<file path="src/rtl/core/ipsl_pkg.sv">
// ipsl_pkg: shared types, widths, register indexes and reset values
// for the incremental pi speed loop; used by every file in rtl/core
package ipsl_pkg;

  // default fraction widths handed to the top level parameters
  localparam int unsigned GAIN_FRAC_BITS_DEF   = 8;
  localparam int unsigned FILTER_FRAC_BITS_DEF = 16;

  // fixed field widths
  localparam int unsigned SPEED_W  = 16;
  localparam int unsigned GAIN_W   = 16;
  localparam int unsigned LIMIT_W  = 15;
  localparam int unsigned DRIVE_W  = 16;
  localparam int unsigned ERR_W    = 17;
  localparam int unsigned DIFF_W   = 18;
  localparam int unsigned FILT_W   = 44;
  localparam int unsigned WEIGHT_W = 16;

  // configuration port
  localparam int unsigned CFG_IDX_W  = 3;
  localparam int unsigned CFG_DATA_W = 16;

  localparam logic [CFG_IDX_W-1:0] REG_PROP_GAIN     = 3'd0;
  localparam logic [CFG_IDX_W-1:0] REG_INTEG_GAIN    = 3'd1;
  localparam logic [CFG_IDX_W-1:0] REG_FILTER_WEIGHT = 3'd2;
  localparam logic [CFG_IDX_W-1:0] REG_DRIVE_LIMIT   = 3'd3;

  localparam logic [GAIN_W-1:0]   PROP_GAIN_RST     = 16'd3328;
  localparam logic [GAIN_W-1:0]   INTEG_GAIN_RST    = 16'd512;
  localparam logic [WEIGHT_W-1:0] FILTER_WEIGHT_RST = 16'd62259;
  localparam logic [LIMIT_W-1:0]  DRIVE_LIMIT_RST   = 15'd5000;

  // configuration register set
  typedef struct packed {
    logic [GAIN_W-1:0]   prop_gain;
    logic [GAIN_W-1:0]   integ_gain;
    logic [WEIGHT_W-1:0] filter_weight;
    logic [LIMIT_W-1:0]  drive_limit;
  } cfg_t;

  // datapath operations issued by the controller
  typedef enum logic [3:0] {
    OP_NONE,
    OP_LOAD,
    OP_MUL_P,
    OP_MUL_I,
    OP_ADD_INC,
    OP_RAW,
    OP_MUL_A,
    OP_MUL_BL,
    OP_MUL_BH,
    OP_ADD_B,
    OP_B_TRUNC,
    OP_FILT,
    OP_VAL,
    OP_CLAMP
  } dp_op_e;

  // controller states
  typedef enum logic [3:0] {
    ST_IDLE,
    ST_MUL_P,
    ST_MUL_I,
    ST_ADD_INC,
    ST_RAW,
    ST_MUL_A,
    ST_MUL_BL,
    ST_MUL_BH,
    ST_ADD_B,
    ST_B_TRUNC,
    ST_FILT,
    ST_VAL,
    ST_CLAMP
  } ctrl_st_e;

endpackage

</file>
<file path="src/rtl/core/ipsl_regs.sv">
// ipsl_regs: configuration registers written through the plain write port
// depends on ipsl_pkg
module ipsl_regs (
  input  logic                                clk_i,
  input  logic                                rst_ni,
  input  logic                                cfg_we_i,
  input  logic [ipsl_pkg::CFG_IDX_W-1:0]      cfg_index_i,
  input  logic [ipsl_pkg::CFG_DATA_W-1:0]     cfg_wdata_i,
  output ipsl_pkg::cfg_t                      cfg_o
);

  ipsl_pkg::cfg_t cfg_q, cfg_d;

  // decode register index, writes beyond the list are dropped
  always_comb begin
    cfg_d = cfg_q;
    if (cfg_we_i) begin
      case (cfg_index_i)
        ipsl_pkg::REG_PROP_GAIN:     cfg_d.prop_gain     = cfg_wdata_i;
        ipsl_pkg::REG_INTEG_GAIN:    cfg_d.integ_gain    = cfg_wdata_i;
        ipsl_pkg::REG_FILTER_WEIGHT: cfg_d.filter_weight = cfg_wdata_i;
        ipsl_pkg::REG_DRIVE_LIMIT:   cfg_d.drive_limit   = cfg_wdata_i[ipsl_pkg::LIMIT_W-1:0];
        default:                     cfg_d = cfg_q;
      endcase
    end
  end

  always_ff @(posedge clk_i or negedge rst_ni) begin
    if (!rst_ni) begin
      cfg_q.prop_gain     <= ipsl_pkg::PROP_GAIN_RST;
      cfg_q.integ_gain    <= ipsl_pkg::INTEG_GAIN_RST;
      cfg_q.filter_weight <= ipsl_pkg::FILTER_WEIGHT_RST;
      cfg_q.drive_limit   <= ipsl_pkg::DRIVE_LIMIT_RST;
    end else begin
      cfg_q <= cfg_d;
    end
  end

  assign cfg_o = cfg_q;

endmodule

</file>
<file path="src/rtl/core/ipsl_ctrl.sv">
// ipsl_ctrl: sequencer that steps the datapath through one sample and
// owns the stream handshakes; depends on ipsl_pkg
module ipsl_ctrl (
  input  logic                clk_i,
  input  logic                rst_ni,
  input  logic                in_valid_i,
  output logic                in_ready_o,
  output logic                out_valid_o,
  input  logic                out_ready_i,
  output ipsl_pkg::dp_op_e    op_o
);

  ipsl_pkg::ctrl_st_e state_q, state_d;
  logic               out_vld_q, out_vld_d;
  logic               out_load;

  // state register and output valid flag
  always_ff @(posedge clk_i or negedge rst_ni) begin
    if (!rst_ni) begin
      state_q   <= ipsl_pkg::ST_IDLE;
      out_vld_q <= 1'b0;
    end else begin
      state_q   <= state_d;
      out_vld_q <= out_vld_d;
    end
  end

  // next state and datapath command
  always_comb begin
    state_d  = state_q;
    op_o     = ipsl_pkg::OP_NONE;
    out_load = 1'b0;
    case (state_q)
      ipsl_pkg::ST_IDLE: begin
        if (in_valid_i) begin
          op_o    = ipsl_pkg::OP_LOAD;
          state_d = ipsl_pkg::ST_MUL_P;
        end
      end
      ipsl_pkg::ST_MUL_P: begin
        op_o    = ipsl_pkg::OP_MUL_P;
        state_d = ipsl_pkg::ST_MUL_I;
      end
      ipsl_pkg::ST_MUL_I: begin
        op_o    = ipsl_pkg::OP_MUL_I;
        state_d = ipsl_pkg::ST_ADD_INC;
      end
      ipsl_pkg::ST_ADD_INC: begin
        op_o    = ipsl_pkg::OP_ADD_INC;
        state_d = ipsl_pkg::ST_RAW;
      end
      ipsl_pkg::ST_RAW: begin
        op_o    = ipsl_pkg::OP_RAW;
        state_d = ipsl_pkg::ST_MUL_A;
      end
      ipsl_pkg::ST_MUL_A: begin
        op_o    = ipsl_pkg::OP_MUL_A;
        state_d = ipsl_pkg::ST_MUL_BL;
      end
      ipsl_pkg::ST_MUL_BL: begin
        op_o    = ipsl_pkg::OP_MUL_BL;
        state_d = ipsl_pkg::ST_MUL_BH;
      end
      ipsl_pkg::ST_MUL_BH: begin
        op_o    = ipsl_pkg::OP_MUL_BH;
        state_d = ipsl_pkg::ST_ADD_B;
      end
      ipsl_pkg::ST_ADD_B: begin
        op_o    = ipsl_pkg::OP_ADD_B;
        state_d = ipsl_pkg::ST_B_TRUNC;
      end
      ipsl_pkg::ST_B_TRUNC: begin
        op_o    = ipsl_pkg::OP_B_TRUNC;
        state_d = ipsl_pkg::ST_FILT;
      end
      ipsl_pkg::ST_FILT: begin
        op_o    = ipsl_pkg::OP_FILT;
        state_d = ipsl_pkg::ST_VAL;
      end
      ipsl_pkg::ST_VAL: begin
        op_o    = ipsl_pkg::OP_VAL;
        state_d = ipsl_pkg::ST_CLAMP;
      end
      ipsl_pkg::ST_CLAMP: begin
        // wait here while the previous result is still held at the output
        if (!out_vld_q || out_ready_i) begin
          op_o     = ipsl_pkg::OP_CLAMP;
          out_load = 1'b1;
          state_d  = ipsl_pkg::ST_IDLE;
        end
      end
      default: state_d = ipsl_pkg::ST_IDLE;
    endcase
  end

  // output valid holds until the result transfer
  assign out_vld_d = out_load | (out_vld_q & ~out_ready_i);

  assign in_ready_o  = (state_q == ipsl_pkg::ST_IDLE);
  assign out_valid_o = out_vld_q;

endmodule

</file>
<file path="src/rtl/core/ipsl_dp.sv">
// ipsl_dp: datapath with one shared multiplier, accumulators, loop state
// and the output register; depends on ipsl_pkg
module ipsl_dp #(
  parameter int unsigned GAIN_FRAC_BITS   = ipsl_pkg::GAIN_FRAC_BITS_DEF,
  parameter int unsigned FILTER_FRAC_BITS = ipsl_pkg::FILTER_FRAC_BITS_DEF
) (
  input  logic                                clk_i,
  input  logic                                rst_ni,
  input  ipsl_pkg::dp_op_e                    op_i,
  input  ipsl_pkg::cfg_t                      cfg_i,
  input  logic [ipsl_pkg::SPEED_W-1:0]        target_speed_i,
  input  logic [ipsl_pkg::SPEED_W-1:0]        measured_speed_i,
  output logic [ipsl_pkg::DRIVE_W-1:0]        drive_value_o
);

  localparam int unsigned G      = GAIN_FRAC_BITS;
  localparam int unsigned F      = FILTER_FRAC_BITS;
  localparam int unsigned WB     = ipsl_pkg::WEIGHT_W;
  localparam int unsigned FW     = ipsl_pkg::FILT_W;
  localparam int unsigned FH_W   = FW / 2;
  localparam int unsigned SUM_W  = 36;
  localparam int unsigned INC_W  = SUM_W - G;
  localparam int unsigned RAW_W  = INC_W + 1;
  localparam int unsigned MA_W   = WB + 2;
  localparam int unsigned MB_W   = (RAW_W > FH_W + 1) ? RAW_W : FH_W + 1;
  localparam int unsigned PROD_W = MA_W + MB_W;
  localparam int unsigned UP     = (F >= WB) ? F - WB : 0;
  localparam int unsigned DOWN   = (F >= WB) ? 0 : WB - F;
  localparam int unsigned A_W    = PROD_W + UP;
  localparam int unsigned BF_W   = 63;
  localparam int unsigned B_W    = BF_W - WB;
  localparam int unsigned FS_W   = ((A_W > B_W) ? A_W : B_W) + 1;
  localparam int unsigned VAL_W  = FW - F;
  localparam int unsigned ERR_W  = ipsl_pkg::ERR_W;
  localparam int unsigned DIFF_W = ipsl_pkg::DIFF_W;
  localparam int unsigned DRV_W  = ipsl_pkg::DRIVE_W;
  localparam int unsigned LIM_W  = ipsl_pkg::LIMIT_W;
  localparam logic [WB:0] ONE_Q  = (WB + 1)'(1) << WB;

  // loop state
  logic signed [ERR_W-1:0]  prev_err_q, prev_err_d;
  logic signed [DRV_W-1:0]  held_q, held_d;
  logic signed [FW-1:0]     fm_q, fm_d;
  // working registers
  logic signed [ERR_W-1:0]  err_q, err_d;
  logic signed [DIFF_W-1:0] diff_q, diff_d;
  logic signed [PROD_W-1:0] prod_q, prod_d;
  logic signed [SUM_W-1:0]  acc_q, acc_d;
  logic signed [RAW_W-1:0]  raw_q, raw_d;
  logic signed [A_W-1:0]    a_q, a_d;
  logic signed [BF_W-1:0]   bsum_q, bsum_d;
  logic signed [B_W-1:0]    b_q, b_d;
  logic signed [VAL_W-1:0]  val_q, val_d;
  logic [DRV_W-1:0]         out_q, out_d;

  logic signed [MA_W-1:0]   ma;
  logic signed [MB_W-1:0]   mb;
  logic signed [PROD_W-1:0] mul_res;
  logic [WB:0]              omw;
  logic signed [ERR_W-1:0]  err_new;
  logic signed [SUM_W-1:0]  acc_bias;
  logic signed [INC_W-1:0]  inc;
  logic signed [A_W-1:0]    a_term;
  logic signed [BF_W-1:0]   b_bias;
  logic signed [FS_W-1:0]   fs;
  logic                     fs_ovf;
  logic signed [FW-1:0]     fm_bias;
  logic signed [VAL_W-1:0]  lim;
  logic signed [VAL_W-1:0]  clamped;

  assign omw = ONE_Q - {1'b0, cfg_i.filter_weight};

  // shared multiplier operand select
  always_comb begin
    ma = '0;
    mb = '0;
    case (op_i)
      ipsl_pkg::OP_MUL_P: begin
        ma = MA_W'({1'b0, cfg_i.prop_gain});
        mb = MB_W'(diff_q);
      end
      ipsl_pkg::OP_MUL_I: begin
        ma = MA_W'({1'b0, cfg_i.integ_gain});
        mb = MB_W'(err_q);
      end
      ipsl_pkg::OP_MUL_A: begin
        ma = MA_W'({1'b0, cfg_i.filter_weight});
        mb = MB_W'(raw_q);
      end
      ipsl_pkg::OP_MUL_BL: begin
        ma = MA_W'({1'b0, omw});
        mb = MB_W'({1'b0, fm_q[FH_W-1:0]});
      end
      ipsl_pkg::OP_MUL_BH: begin
        ma = MA_W'({1'b0, omw});
        mb = MB_W'($signed(fm_q[FW-1:FH_W]));
      end
      default: begin
        ma = '0;
        mb = '0;
      end
    endcase
  end

  assign mul_res = ma * mb;

  // error and increment, truncated toward zero
  assign err_new  = ERR_W'($signed(target_speed_i)) - ERR_W'($signed(measured_speed_i));
  assign acc_bias = acc_q + $signed({{(SUM_W-G){1'b0}}, {G{acc_q[SUM_W-1]}}});
  assign inc      = $signed(acc_bias[SUM_W-1:G]);

  // weighted raw term scaled to the filter fraction
  if (DOWN > 0) begin : g_down
    logic signed [PROD_W-1:0] pb;
    assign pb     = prod_q + $signed({{(PROD_W-DOWN){1'b0}}, {DOWN{prod_q[PROD_W-1]}}});
    assign a_term = A_W'($signed(pb[PROD_W-1:DOWN]));
  end else begin : g_up
    assign a_term = A_W'(prod_q) <<< UP;
  end

  // filter memory term divided by 2^16 toward zero
  assign b_bias = bsum_q + $signed({{(BF_W-WB){1'b0}}, {WB{bsum_q[BF_W-1]}}});

  // filter sum with saturation to the state width
  assign fs     = FS_W'(a_q) + FS_W'(b_q);
  assign fs_ovf = ~((&fs[FS_W-1:FW-1]) | ~(|fs[FS_W-1:FW-1]));

  // filter state to integer, then clamp
  assign fm_bias = fm_q + $signed({{(FW-F){1'b0}}, {F{fm_q[FW-1]}}});
  assign lim     = $signed({{(VAL_W-LIM_W){1'b0}}, cfg_i.drive_limit});

  always_comb begin
    if (val_q >= lim) begin
      clamped = lim;
    end else if (val_q <= -lim) begin
      clamped = -lim;
    end else begin
      clamped = val_q;
    end
  end

  // per-operation register updates
  always_comb begin
    prev_err_d = prev_err_q;
    held_d     = held_q;
    fm_d       = fm_q;
    err_d      = err_q;
    diff_d     = diff_q;
    prod_d     = prod_q;
    acc_d      = acc_q;
    raw_d      = raw_q;
    a_d        = a_q;
    bsum_d     = bsum_q;
    b_d        = b_q;
    val_d      = val_q;
    out_d      = out_q;
    case (op_i)
      ipsl_pkg::OP_LOAD: begin
        err_d  = err_new;
        diff_d = DIFF_W'(err_new) - DIFF_W'(prev_err_q);
      end
      ipsl_pkg::OP_MUL_P: prod_d = mul_res;
      ipsl_pkg::OP_MUL_I: begin
        prod_d = mul_res;
        acc_d  = SUM_W'(prod_q);
      end
      ipsl_pkg::OP_ADD_INC: acc_d = acc_q + SUM_W'(prod_q);
      ipsl_pkg::OP_RAW:     raw_d = RAW_W'(held_q) + RAW_W'(inc);
      ipsl_pkg::OP_MUL_A:   prod_d = mul_res;
      ipsl_pkg::OP_MUL_BL: begin
        prod_d = mul_res;
        a_d    = a_term;
      end
      ipsl_pkg::OP_MUL_BH: begin
        prod_d = mul_res;
        bsum_d = BF_W'(prod_q);
      end
      ipsl_pkg::OP_ADD_B:   bsum_d = bsum_q + (BF_W'(prod_q) <<< FH_W);
      ipsl_pkg::OP_B_TRUNC: b_d = $signed(b_bias[BF_W-1:WB]);
      ipsl_pkg::OP_FILT: begin
        fm_d = fs_ovf ? {fs[FS_W-1], {(FW-1){~fs[FS_W-1]}}} : fs[FW-1:0];
      end
      ipsl_pkg::OP_VAL:     val_d = $signed(fm_bias[FW-1:F]);
      ipsl_pkg::OP_CLAMP: begin
        held_d     = clamped[DRV_W-1:0];
        prev_err_d = err_q;
        out_d      = clamped[DRV_W-1:0];
      end
      default: begin
        err_d = err_q;
      end
    endcase
  end

  // loop state, cleared by reset
  always_ff @(posedge clk_i or negedge rst_ni) begin
    if (!rst_ni) begin
      prev_err_q <= '0;
      held_q     <= '0;
      fm_q       <= '0;
    end else begin
      prev_err_q <= prev_err_d;
      held_q     <= held_d;
      fm_q       <= fm_d;
    end
  end

  // working and output registers
  always_ff @(posedge clk_i) begin
    err_q  <= err_d;
    diff_q <= diff_d;
    prod_q <= prod_d;
    acc_q  <= acc_d;
    raw_q  <= raw_d;
    a_q    <= a_d;
    bsum_q <= bsum_d;
    b_q    <= b_d;
    val_q  <= val_d;
    out_q  <= out_d;
  end

  assign drive_value_o = out_q;

endmodule

</file>
<file path="src/rtl/core/incremental_pi_speed_loop_core.sv">
// incremental pi speed loop, one wheel, with low-pass filtered drive output
// per sample the sequencer steps the states mul_p through val on one shared multiplier,
// then clamp loads the output register, waiting while it still holds an untaken result;
// inputs are taken only in idle, even while a finished result waits at the output register
// reset: asynchronous active low, clears loop state and loads register defaults
// depends on ipsl_pkg, ipsl_regs, ipsl_ctrl, ipsl_dp
module incremental_pi_speed_loop_core #(
  parameter int unsigned GAIN_FRAC_BITS   = ipsl_pkg::GAIN_FRAC_BITS_DEF,
  parameter int unsigned FILTER_FRAC_BITS = ipsl_pkg::FILTER_FRAC_BITS_DEF
) (
  input  logic                             clk_i,
  input  logic                             rst_ni,
  // input stream
  input  logic                             s_axis_tvalid,
  output logic                             s_axis_tready,
  input  logic [31:0]                      s_axis_tdata,  // target_speed, measured_speed
  // output stream
  output logic                             m_axis_tvalid,
  input  logic                             m_axis_tready,
  output logic [15:0]                      m_axis_tdata,  // drive_value
  // configuration write port
  input  logic                             cfg_we_i,
  input  logic [ipsl_pkg::CFG_IDX_W-1:0]   cfg_index_i,
  input  logic [ipsl_pkg::CFG_DATA_W-1:0]  cfg_wdata_i
);

  ipsl_pkg::cfg_t   cfg;
  ipsl_pkg::dp_op_e op;

  // configuration registers
  ipsl_regs u_regs (
    .clk_i       (clk_i),
    .rst_ni      (rst_ni),
    .cfg_we_i    (cfg_we_i),
    .cfg_index_i (cfg_index_i),
    .cfg_wdata_i (cfg_wdata_i),
    .cfg_o       (cfg)
  );

  // sequencer
  ipsl_ctrl u_ctrl (
    .clk_i       (clk_i),
    .rst_ni      (rst_ni),
    .in_valid_i  (s_axis_tvalid),
    .in_ready_o  (s_axis_tready),
    .out_valid_o (m_axis_tvalid),
    .out_ready_i (m_axis_tready),
    .op_o        (op)
  );

  // datapath
  ipsl_dp #(
    .GAIN_FRAC_BITS   (GAIN_FRAC_BITS),
    .FILTER_FRAC_BITS (FILTER_FRAC_BITS)
  ) u_dp (
    .clk_i            (clk_i),
    .rst_ni           (rst_ni),
    .op_i             (op),
    .cfg_i            (cfg),
    .target_speed_i   (s_axis_tdata[15:0]),
    .measured_speed_i (s_axis_tdata[31:16]),
    .drive_value_o    (m_axis_tdata)
  );

endmodule
</file>
<file path="config.mk">
export PLATFORM = sky130hd
export DESIGN_NAME = incremental_pi_speed_loop_core
export DESIGN_NICKNAME = d
export VERILOG_FILES = /design/src/rtl/core/ipsl_pkg.sv /design/src/rtl/core/ipsl_regs.sv /design/src/rtl/core/ipsl_ctrl.sv /design/src/rtl/core/ipsl_dp.sv /design/src/rtl/core/incremental_pi_speed_loop_core.sv
export SDC_FILE = /design/constraint.sdc
export NUM_CORES = 2
export LEC_CHECK = 0
export ABC_CLOCK_PERIOD_IN_PS = 25300
export BUFFER_PORTS_ARGS = -buffer_cell sky130_fd_sc_hd__buf_2
export CAP_MARGIN = 20
export CORE_UTILIZATION = 50
export DETAILED_ROUTE_END_ITERATION = 7
export HOLD_SLACK_MARGIN = 0.1
export PLACE_DENSITY = 0.73
export SYNTH_ARGS = -nofsm -noshare
export SYNTH_HDL_FRONTEND = slang
export SYNTH_SLANG_ARGS = --single-unit
</file>
<file path="constraint.sdc">
create_clock -name clk_i -period 25.3 [get_ports clk_i]
set_input_delay 2.53 -clock clk_i [delete_from_list [all_inputs] [get_ports clk_i]]
set_output_delay 2.53 -clock clk_i [all_outputs]
set_load 0.02 [all_outputs]
</file>
==> impl_metrics.env <==
export IMPL_status="finished with violations"
export IMPL_fin_nets=6073
export IMPL_arrival_ns=10.41
export IMPL_area_growth_pct=7.26
export IMPL_ff2ff_setup_slack_ns=15.34
export IMPL_crit_path_max_incr_delay_ns=0.69
export IMPL_grt_pass1_wl_mm=222
export IMPL_syn_nets=6085
export IMPL_rr_worst_depth=30
export IMPL_cp_slowest_cell="o21a_1"
export IMPL_syn_inst=5171
export IMPL_yosys_area_share_simple_pct=15.2
export IMPL_vias=38400
export IMPL_violations="design-rule violations"
export IMPL_portBuffers=73
export IMPL_crit_end="u_dp.a_term[46]$_DFFE_PP_"
export IMPL_crit_fanout=13
export IMPL_clk_latency_ns=0.63
export IMPL_synth_top_cell_by_area="edfxtp_1"
export IMPL_dr_pass1_iters=8
export IMPL_groute_usage_overall_pct=29.3
export IMPL_io_pins=74
export IMPL_ys_warnings_count=0
export IMPL_pre_cts_ws_ns=15.56
export IMPL_required_ns=25.75
export IMPL_synth_compound_area_share_pct=12.7
export IMPL_rsz0062_at_grt="false"
export IMPL_avgSynthCellArea_um2=9.46
export IMPL_core_um2=96900
export IMPL_cts_resized_gates=0
export IMPL_routedWlPerCell_um=22.1
export IMPL_routed_wl_mm=143
export IMPL_maxCapViolations=0
export IMPL_max_clock_freq_mhz=100
export IMPL_endpoint_kind="register"
export IMPL_root_buffer="clkbuf_16"
export IMPL_synth_flop_cell="edfxtp_1"
export IMPL_synth_edff_count=348
export IMPL_synthesis_area_um2=48900
export IMPL_finalCriticalPeriod_ns=9.96
export IMPL_ys_seq_area_share_pct=28.8
export IMPL_drive_gt1_share_pct=7.52
export IMPL_die_area_um2=99100
export IMPL_clkSlewWorstSetupHoldPaths_ns=0.06
export IMPL_fill_cells=8508
export IMPL_setup_viol_count_final=0
export IMPL_place_gp_congestion=0.976
export IMPL_relSlewSlack_pct=26.0
export IMPL_finalMaxSlewViolations=0
export IMPL_grt_antenna_before_repair=5
export IMPL_routed_via_density=5.93
export IMPL_cts_tree="built"
export IMPL_drtAntennaViolNets=0
export IMPL_crit_path_start="u_regs.cfg_o[16]$_DFFE_PN1P_"
export IMPL_holdBufCountCts=0
export IMPL_drt_iter0_drc=3708
export IMPL_clock_sinks=493
export IMPL_layout_setup_ws_ns=15.34
export IMPL_hold_path_class="register to register"
export IMPL_final_hold_violation_count=0
export IMPL_dp_hpwl_mm=111
export IMPL_clockBufferDepth=3
export IMPL_critPathLaunchType="register"
export IMPL_rr_endpoint="u_dp.a_term[46]$_DFFE_PP_"
export IMPL_synthAdderAreaFrac_pct=29.4
export IMPL_synth_xor_area_share_pct=5.28
export IMPL_synthTopCellsByCount="inv_1, nand2_1, fa_1"
export IMPL_netlist_area_leader_share_pct=21.4
export IMPL_rows=114
export IMPL_die_h_um=315
export IMPL_min_from="u_dp.err_q[6]$_DFFE_PN_"
export IMPL_chipWidth_um=315
export IMPL_fin_crit_sh_pct=39.4
export IMPL_async_reset_ff_share_pct=29.4
export IMPL_r2r_start="u_regs.cfg_o[16]$_DFFE_PN1P_"
export IMPL_skew_ns=0.0368
export IMPL_synth_distinct_cells=94
export IMPL_postCtsSetupBuffers=0
export IMPL_route_detailed_drc=52
export IMPL_tns_ns=0
export IMPL_synth_top_family_by_area="adder cells"
export IMPL_worst_slew_pin_slew_ns=1.11
export IMPL_start_util_pct=50.5
export IMPL_critPathKind="register to register"
export IMPL_crit_top_cell="fa_1"
export IMPL_muxShareOfSynthArea_pct=1.95
export IMPL_grt_max_degree=90
export IMPL_grt_pass1_vias=37900
export IMPL_synth_seq_cells=493
export IMPL_numCtsBuffers=53
export IMPL_grt_overflow=0
export IMPL_h_tree_depth=2
export IMPL_yosysMostFrequentCell="inv_1"
export IMPL_synth_area_leaders="edfxtp_1, fa_1, ha_1"
[area by class of cell]
cell class                 instances  area, µm²  area share, %
timing repair buffer             131        823           1.57
tap                             1276       1600           3.04
multi-input combinational       3809      31700           60.4
clock inverter                    28        258          0.491
clock buffer                      68       1440           2.75
antenna                            2       5.00        0.00954
inverter                         671       2520           4.80
sequential                       493      14100           26.9
[stage by stage]
stage	cells	hold slack (ns)	utilization (%)	instance area [µm²]
after floorplan	5171	0.426	-	48900
after global placement	6377	0.465	52.4	50700
after detailed placement	6379	0.478	52.4	50700
after CTS	6475	0.482	54.1	52400
after global routing	6476	0.500	54.2	52400
final	6478	0.487	54.2	52500
[cells by family (layout without fill, tap and decap cells)]
| kind of cell | Yosys count | in the layout |
|---|---|---|
| other cells | 0 | 2 |
| buf+inv | 869 | 898 |
| xor+xnor | 295 | 295 |
| mux | 85 | 85 |
| simple gates | 1599 | 1599 |
| flops | 493 | 493 |
| fa+ha+maj | 858 | 858 |
| compound gates | 972 | 972 |
[worst max-delay path, delay by kind of cell, from the launching register on]
family          cells  cell delay, ns
mux                 1            0.15
buf+inv             3            0.17
xor+xnor            1            0.26
fa+ha+maj           8            3.78
compound gates      6            2.24
simple gates       11            2.82
flops               1            0.38
[sequential cells by signal, summed over array words and instances (netlist names), 4 cells and up]
signal	count
u_ctrl.state_q	4
u_dp.a_q	47
u_dp.a_term	47
u_dp.acc_q	36
u_dp.b_q	47
u_dp.bsum_q	63
u_dp.diff_q	18
u_dp.drive_value_o	16
u_dp.err_q	17
u_dp.fm_q	44
u_dp.held_q	16
u_dp.prev_err_q	17
u_dp.raw_q	29
u_dp.val_q	28
u_regs.cfg_o	63
[worst min-delay path by stage]
stage                                     endpoint  slack (ns)  cells past startpoint
finish              u_dp.prev_err_q[6]$_DFFE_PN0N_        0.49                      2
global route        u_dp.prev_err_q[6]$_DFFE_PN0N_        0.50                      2
CTS                 u_dp.prev_err_q[6]$_DFFE_PN0N_        0.48                      2
detailed placement  u_dp.prev_err_q[8]$_DFFE_PN0N_        0.48                      2
global placement    u_dp.prev_err_q[0]$_DFFE_PN0N_        0.46                      2
floorplan                   u_dp.a_q[41]$_DFFE_PN_        0.43                      0
[cells in the final DEF (no fill, tap or decap), types with 38 or more instances in the layout]
cell type / n
and3_1: 43
and4_1: 38
xor2_1: 97
ha_1: 376
buf_2: 72
edfxtp_1: 348
dfrtp_1: 126
mux2_2: 79
o21ai_0: 254
fa_1: 482
a21o_1: 135
clkbuf_16: 54
nand2b_1: 47
nor3_1: 100
o31ai_1: 58
and2_1: 40
nand2_1: 613
nand3_1: 91
xnor2_1: 198
buf_4: 56
inv_1: 668
nor2_1: 409
nand4_1: 67
a21oi_1: 226
[layer usage]
metal | share of wire [%] | track usage, % | vias up
li1 | - | - | 17500
met2 | 46 | 46.5 | 1634
met4 | 5.3 | 13.8 | 0
met3 | 8.2 | 4.26 | 354
met5 | 0 | 0 | -
met1 | 41 | 39.5 | 19000
Power is not shown: default switching activity piles up to over one toggle a cycle in this logic, so the estimate is an artifact.
